--- src/rtl/bfe_pkg.sv ---
// ----------------------------------------------------------------------------
// bfe_pkg: shared types and constants of the frame encoder
// Character codes, the step codes of one request's character list and the
// job descriptor that travels from the front end to the back end.
// ----------------------------------------------------------------------------
package bfe_pkg;

   // Character codes used in a frame.
   localparam logic [7:0] CHAR_HASH   = 8'h23;
   localparam logic [7:0] CHAR_LOWER_A = 8'h61;
   localparam logic [7:0] CHAR_EQUAL  = 8'h3D;
   localparam logic [7:0] CHAR_CR     = 8'h0D;

   // Step codes: one bit of a job's step mask for each character kind.
   localparam int NUM_STEPS = 10;
   localparam int STEP_W    = 4;
   localparam logic [STEP_W-1:0] STEP_HASH   = 4'd0;
   localparam logic [STEP_W-1:0] STEP_ADDR   = 4'd1;
   localparam logic [STEP_W-1:0] STEP_CMD    = 4'd2;
   localparam logic [STEP_W-1:0] STEP_G0     = 4'd3;
   localparam logic [STEP_W-1:0] STEP_G1     = 4'd4;
   localparam logic [STEP_W-1:0] STEP_G2     = 4'd5;
   localparam logic [STEP_W-1:0] STEP_G3     = 4'd6;
   localparam logic [STEP_W-1:0] STEP_SUM_HI = 4'd7;
   localparam logic [STEP_W-1:0] STEP_SUM_LO = 4'd8;
   localparam logic [STEP_W-1:0] STEP_CR     = 4'd9;

   typedef logic [NUM_STEPS-1:0] step_mask_type;

   // One classified request: which characters to send and what they carry.
   typedef struct packed {
      step_mask_type mask;
      logic [4:0]    address;
      logic [7:0]    command;
      logic [7:0]    byte_a;
      logic [7:0]    byte_b;
      logic [7:0]    byte_c;
   } job_type;

endpackage

--- src/rtl/bfe_front.sv ---
// ----------------------------------------------------------------------------
// bfe_front: request classifier
// Tracks the open frame and the held payload bytes, and turns each request
// into a job that lists the characters it causes.
// ----------------------------------------------------------------------------
module bfe_front import bfe_pkg::*; (
   input  logic       clock,
   input  logic       reset,
   input  logic       req_push,
   output logic       req_full,
   input  logic       req_frame_start,
   input  logic [4:0] req_address,
   input  logic [7:0] req_command,
   input  logic       req_has_data,
   input  logic [7:0] req_payload_byte,
   input  logic       req_frame_end,
   input  logic       job_full,
   output logic       job_push,
   output job_type    job_data
);

   logic       in_frame_ff, in_frame_in;
   logic [1:0] count_ff, count_in;
   logic [7:0] held0_ff, held0_in;
   logic [7:0] held1_ff, held1_in;

   logic       accept;
   logic       open;
   logic [1:0] count_eff, count_data;
   logic [7:0] held0_data, held1_data;
   logic       group_full, group_pad, closing;

   assign req_full = job_full;
   assign accept   = req_push && !job_full;

   // Classify the request against the current frame state.
   always_comb begin
      open       = req_frame_start || in_frame_ff;
      count_eff  = req_frame_start ? 2'd0 : count_ff;
      group_full = open && req_has_data && (count_eff == 2'd2);
      held0_data = held0_ff;
      held1_data = held1_ff;
      count_data = count_eff;
      if (open && req_has_data && (count_eff != 2'd2)) begin
         if (count_eff == 2'd0) begin
            held0_data = req_payload_byte;
         end else begin
            held1_data = req_payload_byte;
         end
         count_data = count_eff + 2'd1;
      end else if (group_full) begin
         count_data = 2'd0;
      end
      closing   = open && req_frame_end;
      group_pad = closing && (count_data != 2'd0);

      job_data.address = req_address;
      job_data.command = req_command;
      if (group_full) begin
         job_data.byte_a = held0_ff;
         job_data.byte_b = held1_ff;
         job_data.byte_c = req_payload_byte;
      end else begin
         job_data.byte_a = held0_data;
         job_data.byte_b = (count_data == 2'd2) ? held1_data : 8'd0;
         job_data.byte_c = 8'd0;
      end
      job_data.mask = '0;
      job_data.mask[STEP_HASH]   = req_frame_start;
      job_data.mask[STEP_ADDR]   = req_frame_start;
      job_data.mask[STEP_CMD]    = req_frame_start;
      job_data.mask[STEP_G0]     = group_full || group_pad;
      job_data.mask[STEP_G1]     = group_full || group_pad;
      job_data.mask[STEP_G2]     = group_full || group_pad;
      job_data.mask[STEP_G3]     = group_full || group_pad;
      job_data.mask[STEP_SUM_HI] = closing;
      job_data.mask[STEP_SUM_LO] = closing;
      job_data.mask[STEP_CR]     = closing;

      in_frame_in = open && !req_frame_end;
      count_in    = closing ? 2'd0 : count_data;
      held0_in    = held0_data;
      held1_in    = held1_data;
   end

   // Requests that cause no character are dropped here.
   assign job_push = accept && (job_data.mask != '0);

   // Frame state registers.
   always_ff @(posedge clock) begin
      if (reset) begin
         in_frame_ff <= 1'b0;
         count_ff    <= 2'd0;
      end else if (accept) begin
         in_frame_ff <= in_frame_in;
         count_ff    <= count_in;
      end
   end

   // Held bytes are qualified by the count and need no reset.
   always_ff @(posedge clock) begin
      if (accept) begin
         held0_ff <= held0_in;
         held1_ff <= held1_in;
      end
   end

endmodule

--- src/rtl/bfe_job_queue.sv ---
// ----------------------------------------------------------------------------
// bfe_job_queue: two-entry job queue
// Decouples the classifier from the character sequencer.
// ----------------------------------------------------------------------------
module bfe_job_queue import bfe_pkg::*; (
   input  logic    clock,
   input  logic    reset,
   input  logic    push,
   input  job_type push_data,
   output logic    full,
   input  logic    pop,
   output logic    empty,
   output job_type pop_data
);

   job_type    entry_ff [2];
   logic       wr_ptr_ff, wr_ptr_in;
   logic       rd_ptr_ff, rd_ptr_in;
   logic [1:0] count_ff, count_in;
   logic       do_push, do_pop;

   assign full     = (count_ff == 2'd2);
   assign empty    = (count_ff == 2'd0);
   assign pop_data = entry_ff[rd_ptr_ff];
   assign do_push  = push && !full;
   assign do_pop   = pop && !empty;

   // Pointer and fill count update.
   always_comb begin
      wr_ptr_in = do_push ? !wr_ptr_ff : wr_ptr_ff;
      rd_ptr_in = do_pop ? !rd_ptr_ff : rd_ptr_ff;
      count_in  = count_ff;
      if (do_push && !do_pop) begin
         count_in = count_ff + 2'd1;
      end else if (do_pop && !do_push) begin
         count_in = count_ff - 2'd1;
      end
   end

   always_ff @(posedge clock) begin
      if (reset) begin
         wr_ptr_ff <= 1'b0;
         rd_ptr_ff <= 1'b0;
         count_ff  <= 2'd0;
      end else begin
         wr_ptr_ff <= wr_ptr_in;
         rd_ptr_ff <= rd_ptr_in;
         count_ff  <= count_in;
      end
   end

   // Entry storage.
   always_ff @(posedge clock) begin
      if (do_push) begin
         entry_ff[wr_ptr_ff] <= push_data;
      end
   end

endmodule

--- src/rtl/bfe_back.sv ---
// ----------------------------------------------------------------------------
// bfe_back: character sequencer
// Walks each job's step mask one character a cycle while the result slot is
// free, keeps the running checksum and drives the result register.
// ----------------------------------------------------------------------------
module bfe_back import bfe_pkg::*; (
   input  logic       clock,
   input  logic       reset,
   input  logic       job_empty,
   input  job_type    job_data,
   output logic       job_pop,
   output logic       rsp_empty,
   input  logic       rsp_pop,
   output logic [7:0] rsp_out_char,
   output logic       rsp_end_of_frame,
   output logic       rsp_end_of_run
);

   step_mask_type     mask_ff, mask_in;
   job_type           job_ff;
   logic [11:0]       sum_ff, sum_in;
   logic [11:0]       csum_ff;
   logic              out_valid_ff;
   logic [7:0]        char_ff;
   logic              eof_ff, eor_ff;

   logic [STEP_W-1:0] step;
   step_mask_type     lowest, rest;
   logic              slot_free, emit, load;
   logic [7:0]        ch;

   assign slot_free = !out_valid_ff || rsp_pop;
   assign emit      = (mask_ff != '0) && slot_free;
   assign lowest    = mask_ff & (~mask_ff + step_mask_type'(1));
   assign rest      = mask_ff & ~lowest;
   assign load      = !job_empty && ((mask_ff == '0) || (emit && (rest == '0)));
   assign job_pop   = load;

   // Pick the lowest pending step.
   always_comb begin
      step = STEP_HASH;
      for (int i = NUM_STEPS - 1; i >= 0; i--) begin
         if (mask_ff[i]) begin
            step = STEP_W'(i);
         end
      end
   end

   // Character of the current step.
   always_comb begin
      unique case (step)
         STEP_HASH:   ch = CHAR_HASH;
         STEP_ADDR:   ch = CHAR_LOWER_A + {3'b000, job_ff.address};
         STEP_CMD:    ch = job_ff.command;
         STEP_G0:     ch = CHAR_EQUAL + {2'b00, job_ff.byte_a[7:2]};
         STEP_G1:     ch = CHAR_EQUAL + {2'b00, job_ff.byte_a[1:0], job_ff.byte_b[7:4]};
         STEP_G2:     ch = CHAR_EQUAL + {2'b00, job_ff.byte_b[3:0], job_ff.byte_c[7:6]};
         STEP_G3:     ch = CHAR_EQUAL + {2'b00, job_ff.byte_c[5:0]};
         STEP_SUM_HI: ch = CHAR_EQUAL + {2'b00, sum_ff[11:6]};
         STEP_SUM_LO: ch = CHAR_EQUAL + {2'b00, csum_ff[5:0]};
         STEP_CR:     ch = CHAR_CR;
         default:     ch = CHAR_CR;
      endcase
   end

   // Next step mask and running sum; a header restarts the sum and a carriage return clears it.
   always_comb begin
      mask_in = mask_ff;
      if (load) begin
         mask_in = job_data.mask;
      end else if (emit) begin
         mask_in = rest;
      end
      sum_in = sum_ff;
      if (emit) begin
         if (step == STEP_HASH) begin
            sum_in = {4'b0000, CHAR_HASH};
         end else if (step == STEP_CR) begin
            sum_in = '0;
         end else begin
            sum_in = sum_ff + {4'b0000, ch};
         end
      end
   end

   // Control registers.
   always_ff @(posedge clock) begin
      if (reset) begin
         mask_ff      <= '0;
         sum_ff       <= '0;
         out_valid_ff <= 1'b0;
      end else begin
         mask_ff <= mask_in;
         sum_ff  <= sum_in;
         if (emit) begin
            out_valid_ff <= 1'b1;
         end else if (rsp_pop) begin
            out_valid_ff <= 1'b0;
         end
      end
   end

   // Payload registers: current job, latched checksum and result.
   always_ff @(posedge clock) begin
      if (load) begin
         job_ff <= job_data;
      end
      if (emit && (step == STEP_SUM_HI)) begin
         csum_ff <= sum_ff;
      end
      if (emit) begin
         char_ff <= ch;
         eof_ff  <= (step == STEP_CR);
         eor_ff  <= (rest == '0);
      end
   end

   assign rsp_empty        = !out_valid_ff;
   assign rsp_out_char     = char_ff;
   assign rsp_end_of_frame = eof_ff;
   assign rsp_end_of_run   = eor_ff;

endmodule

--- src/rtl/base64_frame_encoder_core.sv ---
// ----------------------------------------------------------------------------
// base64_frame_encoder_core: framed six-bit text encoder
// Turns frame requests and payload bytes into header, packed payload,
// checksum and carriage return characters.
// ----------------------------------------------------------------------------
//   Channel    Handshake            Fields
//   request    req_push / req_full  frame_start address command has_data
//                                   payload_byte frame_end
//   response   rsp_pop / rsp_empty  out_char end_of_frame end_of_run
//
// A request is taken whenever the two-entry job queue has room; it causes
// 0 to 10 characters, sent one a cycle by the sequencer while the response
// side keeps popping, so the single result port sets the sustained rate.
// A first character passes the job queue, the step mask and the result register.
// Reset is synchronous and clears the frame state, the queue and the result.
// A stalled response holds the sequencer; a full queue raises req_full.
// ----------------------------------------------------------------------------
module base64_frame_encoder_core import bfe_pkg::*; (
   input  logic       clock,
   input  logic       reset,
   input  logic       req_push,
   output logic       req_full,
   input  logic       req_frame_start,
   input  logic [4:0] req_address,
   input  logic [7:0] req_command,
   input  logic       req_has_data,
   input  logic [7:0] req_payload_byte,
   input  logic       req_frame_end,
   output logic       rsp_empty,
   input  logic       rsp_pop,
   output logic [7:0] rsp_out_char,
   output logic       rsp_end_of_frame,
   output logic       rsp_end_of_run
);

   logic    job_push, job_full, job_pop, job_empty;
   job_type job_in, job_out;

   // Front end: classify requests.
   bfe_front u_front (
      .clock            (clock),
      .reset            (reset),
      .req_push         (req_push),
      .req_full         (req_full),
      .req_frame_start  (req_frame_start),
      .req_address      (req_address),
      .req_command      (req_command),
      .req_has_data     (req_has_data),
      .req_payload_byte (req_payload_byte),
      .req_frame_end    (req_frame_end),
      .job_full         (job_full),
      .job_push         (job_push),
      .job_data         (job_in)
   );

   // Job queue between the two halves.
   bfe_job_queue u_queue (
      .clock     (clock),
      .reset     (reset),
      .push      (job_push),
      .push_data (job_in),
      .full      (job_full),
      .pop       (job_pop),
      .empty     (job_empty),
      .pop_data  (job_out)
   );

   // Back end: emit characters.
   bfe_back u_back (
      .clock            (clock),
      .reset            (reset),
      .job_empty        (job_empty),
      .job_data         (job_out),
      .job_pop          (job_pop),
      .rsp_empty        (rsp_empty),
      .rsp_pop          (rsp_pop),
      .rsp_out_char     (rsp_out_char),
      .rsp_end_of_frame (rsp_end_of_frame),
      .rsp_end_of_run   (rsp_end_of_run)
   );

   // The closing character always ends its request's run.
   assert property (@(posedge clock) disable iff (reset)
      (!rsp_empty && rsp_end_of_frame) |-> rsp_end_of_run)
      else $error("end of frame without end of run");

   // The closing character is a carriage return.
   assert property (@(posedge clock) disable iff (reset)
      (!rsp_empty && rsp_end_of_frame) |-> (rsp_out_char == CHAR_CR))
      else $error("end of frame on a character other than carriage return");

   // A job is never pushed into a full queue.
   assert property (@(posedge clock) disable iff (reset)
      job_full |-> !job_push)
      else $error("job pushed into a full queue");

endmodule

--- config.mk ---
export PLATFORM = sky130hd
export DESIGN_NAME = base64_frame_encoder_core
export DESIGN_NICKNAME = d
export VERILOG_FILES = /design/src/rtl/bfe_pkg.sv /design/src/rtl/bfe_front.sv /design/src/rtl/bfe_job_queue.sv /design/src/rtl/bfe_back.sv /design/src/rtl/base64_frame_encoder_core.sv
export SDC_FILE = /design/constraint.sdc
export NUM_CORES = 1
export LEC_CHECK = 0
export BUFFER_PORTS_ARGS = -buffer_cell sky130_fd_sc_hd__buf_2
export CORE_MARGIN = 2
export CORE_UTILIZATION = 55
export CTS_CLUSTER_DIAMETER = 60
export DETAILED_ROUTE_END_ITERATION = 10
export PLACE_DENSITY = 0.86
export SETUP_SLACK_MARGIN = 0.3
export SLEW_MARGIN = 30
export SYNTH_ARGS = -nofsm -noshare
export SYNTH_HDL_FRONTEND = slang
export SYNTH_SLANG_ARGS = --single-unit
--- constraint.sdc ---
create_clock -name clock -period 4.41 [get_ports clock]
set_input_delay 0.441 -clock clock [delete_from_list [all_inputs] [get_ports clock]]
set_output_delay 0.441 -clock clock [all_outputs]
set_load 0.05 [all_outputs]
==> results.md <==
- Status: completed
- Fin Clk Skew: roughly 0.0092 ns
- Data required, critical path: roughly 4.8 ns
- Final min period: ~4.2 ns
- Site Rows: 44
- Top_reg_cell synth: edfxtp_1
- Post-synthesis async set-or-reset flop share: 0
- Per-cell routed wire length: about 20 um
- Full die area: between 15,000 and 20,000 um2
- CTS Hold Bufs: 0
- Slew @ Worst Pin: approximately 0.81 ns
- H-tree Lvls: 4
- CTS buffer count: 17
- Cell breakdown of the critical path: or4_4 > nor2_2 > nand2_1 > mux2i_1 > nor4b_4 > o211ai_1 > mux2i_1 > o211ai_1 > ha_1 > and3_4 > a211oi_4 > o21ai_2 > nand4_1 > or3_1 > a31oi_1
- Setup crit start kind: register
- Max_cap viols: 0
- GPL Wtd Cong: 0.8744
- Detail Placement HPWL: around 11 mm
- Final setup fails: 0
- Hold Crit Class: in2reg
- Antenna violations before repair: 0
- Port Buffers: 39
- Gr usage total: 0.2223
- Area Growth Syn to Fin: 16.41%
- Final core occ: 0.6487
- TritonCTS clock tree: yes
- Top cells by area, synth: edfxtp_1 (56%), mux2_2 (8.5%), dfxtp_1 (7.7%)
- Warnings, synthesis: 0
- Vias in the first global route: about 5.2k
- Max-slew headroom: 0.4577
- Global-route wire length before repair: 27.20 mm
- R2R Setup Slk: approximately 0.26 ns
- # DRC: 0
- CTS root buffer: clkbuf_16
- GRT overflow: 0
- Finished Layout Cells: between 800 and 900
- Max-slew violations: 0
- Synth Instances: between 600 and 700
- Fin nets: ~700
- Critical-path top delay cell: or4_4
- CP arrival: ~4.5 ns
- Syn Area/Cell: about 13 um2
- Initial Utilization: 0.5573
- Die X-Extent: between 100 and 150 um
- # diodes: 0
- Antenna Nets Post-Route: 0
- Max stage delay on crit path: 0.63 ns
- Drt first-iter violations: ~450
- Max FO, Critical Path: 8
- Chip height: roughly 120 um
- Drt pass-1 iters: 7
- Buf/Inv on CP: 0
- RSZ-0062 raised after global routing: true
- CTS clk-pin slew, worst paths: roughly 0.07 ns
- Post-synth EDFFs: 149
- Final Routed Wirelength: about 17 mm
- Flops & latches, synth: 180
- Maximum root-to-sink buffer count: 2
- Synth area leader: edfxtp_1
- Drt via density: roughly 6.0
- Vias post-DR: between 5k and 6k
- Sequential area share after synthesis: 0.6339
- CP delay by family, top: simple AND/OR/NAND/NOR gates
- Final worst path period share: 0.9416
- Post-Syn Area: 8038 um2
- Max Clock Freq: around 0.24 GHz
- CP Capture Type: register
- Final Hold Fails: 0
- Hold slack: 0.2043 ns
- Io pins: 40
- # clock sinks: 180
- Total core area: between 10,000 and 15,000 um2
- Synthesized Nets: approximately 640
- Layout cell share with drive strength beyond 1: 0.3001
- Worst-Skew Late Latency: 0.43 ns
- Area share of the largest cell type after synthesis: 0.5567
- Placed instance count: 819
- Cell variety after synth: 63
- Crit Path Class: reg2reg
- Pin count of the biggest net entering global routing: 41
registers in the layout, summed over array words and instances (netlist names), named ones only:
signal	cells
u_back.out_valid_ff	1
u_back.mask_ff	10
u_queue.rd_ptr_ff	1
u_queue.count_ff	2
u_front.held0_ff	8
u_front.held1_ff	8
u_back.rsp_out_char	8
u_queue.wr_ptr_ff	1
u_back.rsp_end_of_run	1
u_front.in_frame_ff	1
u_back.job_ff	37
u_queue.entry_ff	80
u_back.sum_ff	12
u_back.rsp_end_of_frame	1
u_back.csum_ff	6
u_front.count_ff	2
synthesized netlist by cell type (5+ instances only):
library cell  instances
clkbuf_1              9
a21oi_1              21
mux2i_1               9
xnor2_1               8
nand2_1              47
and2_1               10
inv_1                20
nor3_1               10
o211ai_1             12
nand3_1              16
o21ai_0              21
nor2_1               33
dfxtp_1              31
nand2b_1             15
a211oi_1              8
mux2_2               61
a21o_1                5
edfxtp_1            149
or3_1                 9
a22oi_1               8
xor2_1                9
ha_1                 14
buf_2                 5
metrics by stage:
stage          instance area [um2]  worst slack, ns  setup TNS [ns]
2_1_floorplan                 8043           0.3596               0
3_3_place_gp                  8488           0.1066               0
3_5_place_dp                  8488          -0.1615         -0.2544
4_1_cts                       9163           0.3055               0
5_1_grt                       9356          0.08171               0
6_report                      9356           0.2574               0
layer usage:
metal  share of wire  up-vias  wire (um)  global-route usage
met5               0        -          0                   0
met2            0.49      224       8478              0.3690
met1            0.42     2505       7238              0.2868
met3           0.058       49        988             0.05412
li1                -     2427          -                   -
met4           0.026        0        445             0.07974
repair_timing:
item | 4_1_cts | 5_1_grt
setup buffers | 4 | 12
resized for setup | 15 | 23
endpoints found under the setup margin | 7 | 7
gates cloned | 0 | 0
pin swaps | 6 | 22
logic make-up (layout without fill, tap and decap cells):
logic type      count (synthesis)  in the layout  share of synthesized area
flops                         180            180                     0.6339
simple gates                  165            165                     0.1090
compound gates                110            110                    0.09247
mux                            70             70                    0.09667
buf+inv                        42            124                    0.02273
fa+ha+maj                      17             17                    0.02678
xor+xnor                       17             17                    0.01853
area by class of cell:
type	count	area (um2)
fillers	1016	5067
repair buffers	70	427.9
clock buffers	19	432.9
clock inverters	13	125.1
inverters	22	82.58
multi-input cells	379	2957
well taps	184	230.2
flip-flops and latches	180	5101
cells in the final DEF, fill, tap and decap left out, types with 3 or more instances in the layout:
cell type | Yosys | layout
edfxtp_1 | 149 | 149
mux2_2 | 61 | 61
nand2_1 | 47 | 47
buf_2 | 5 | 39
nor2_1 | 33 | 32
buf_4 | 1 | 31
dfxtp_1 | 31 | 26
inv_1 | 20 | 20
a21oi_1 | 21 | 20
o21ai_0 | 21 | 17
clkbuf_16 | 0 | 17
nand3_1 | 16 | 16
nand2b_1 | 15 | 14
o211ai_1 | 12 | 12
ha_1 | 14 | 11
nor3_1 | 10 | 9
mux2i_1 | 9 | 9
xor2_1 | 9 | 9
and2_1 | 10 | 9
a22oi_1 | 8 | 8
xnor2_1 | 8 | 8
or3_1 | 9 | 7
a21o_1 | 5 | 5
a211oi_1 | 8 | 5
dfxtp_2 | 0 | 5
o21ai_1 | 2 | 4
a221oi_1 | 4 | 4
inv_6 | 0 | 4
o22ai_1 | 3 | 3
nand4_1 | 3 | 3
o221ai_2 | 0 | 3
clkinv_2 | 0 | 3
clkinv_4 | 0 | 3
final timing paths:
| check | startpoint | to | cells past startpoint |
|---|---|---|---|
| min reg2reg | u_back.sum_ff[5] | u_back.csum_ff[5] | 0 |
| max | u_back.mask_ff[3] | u_back.sum_ff[11] | 15 |
| min | req_address[3] | u_queue.entry_ff[0][35] | 1 |
| max reg2reg | u_back.mask_ff[3] | u_back.sum_ff[11] | 15 |
Power is left out: the tool's default activity adds up to more than one toggle a clock period on the data nets, which glitch-free logic cannot reach.
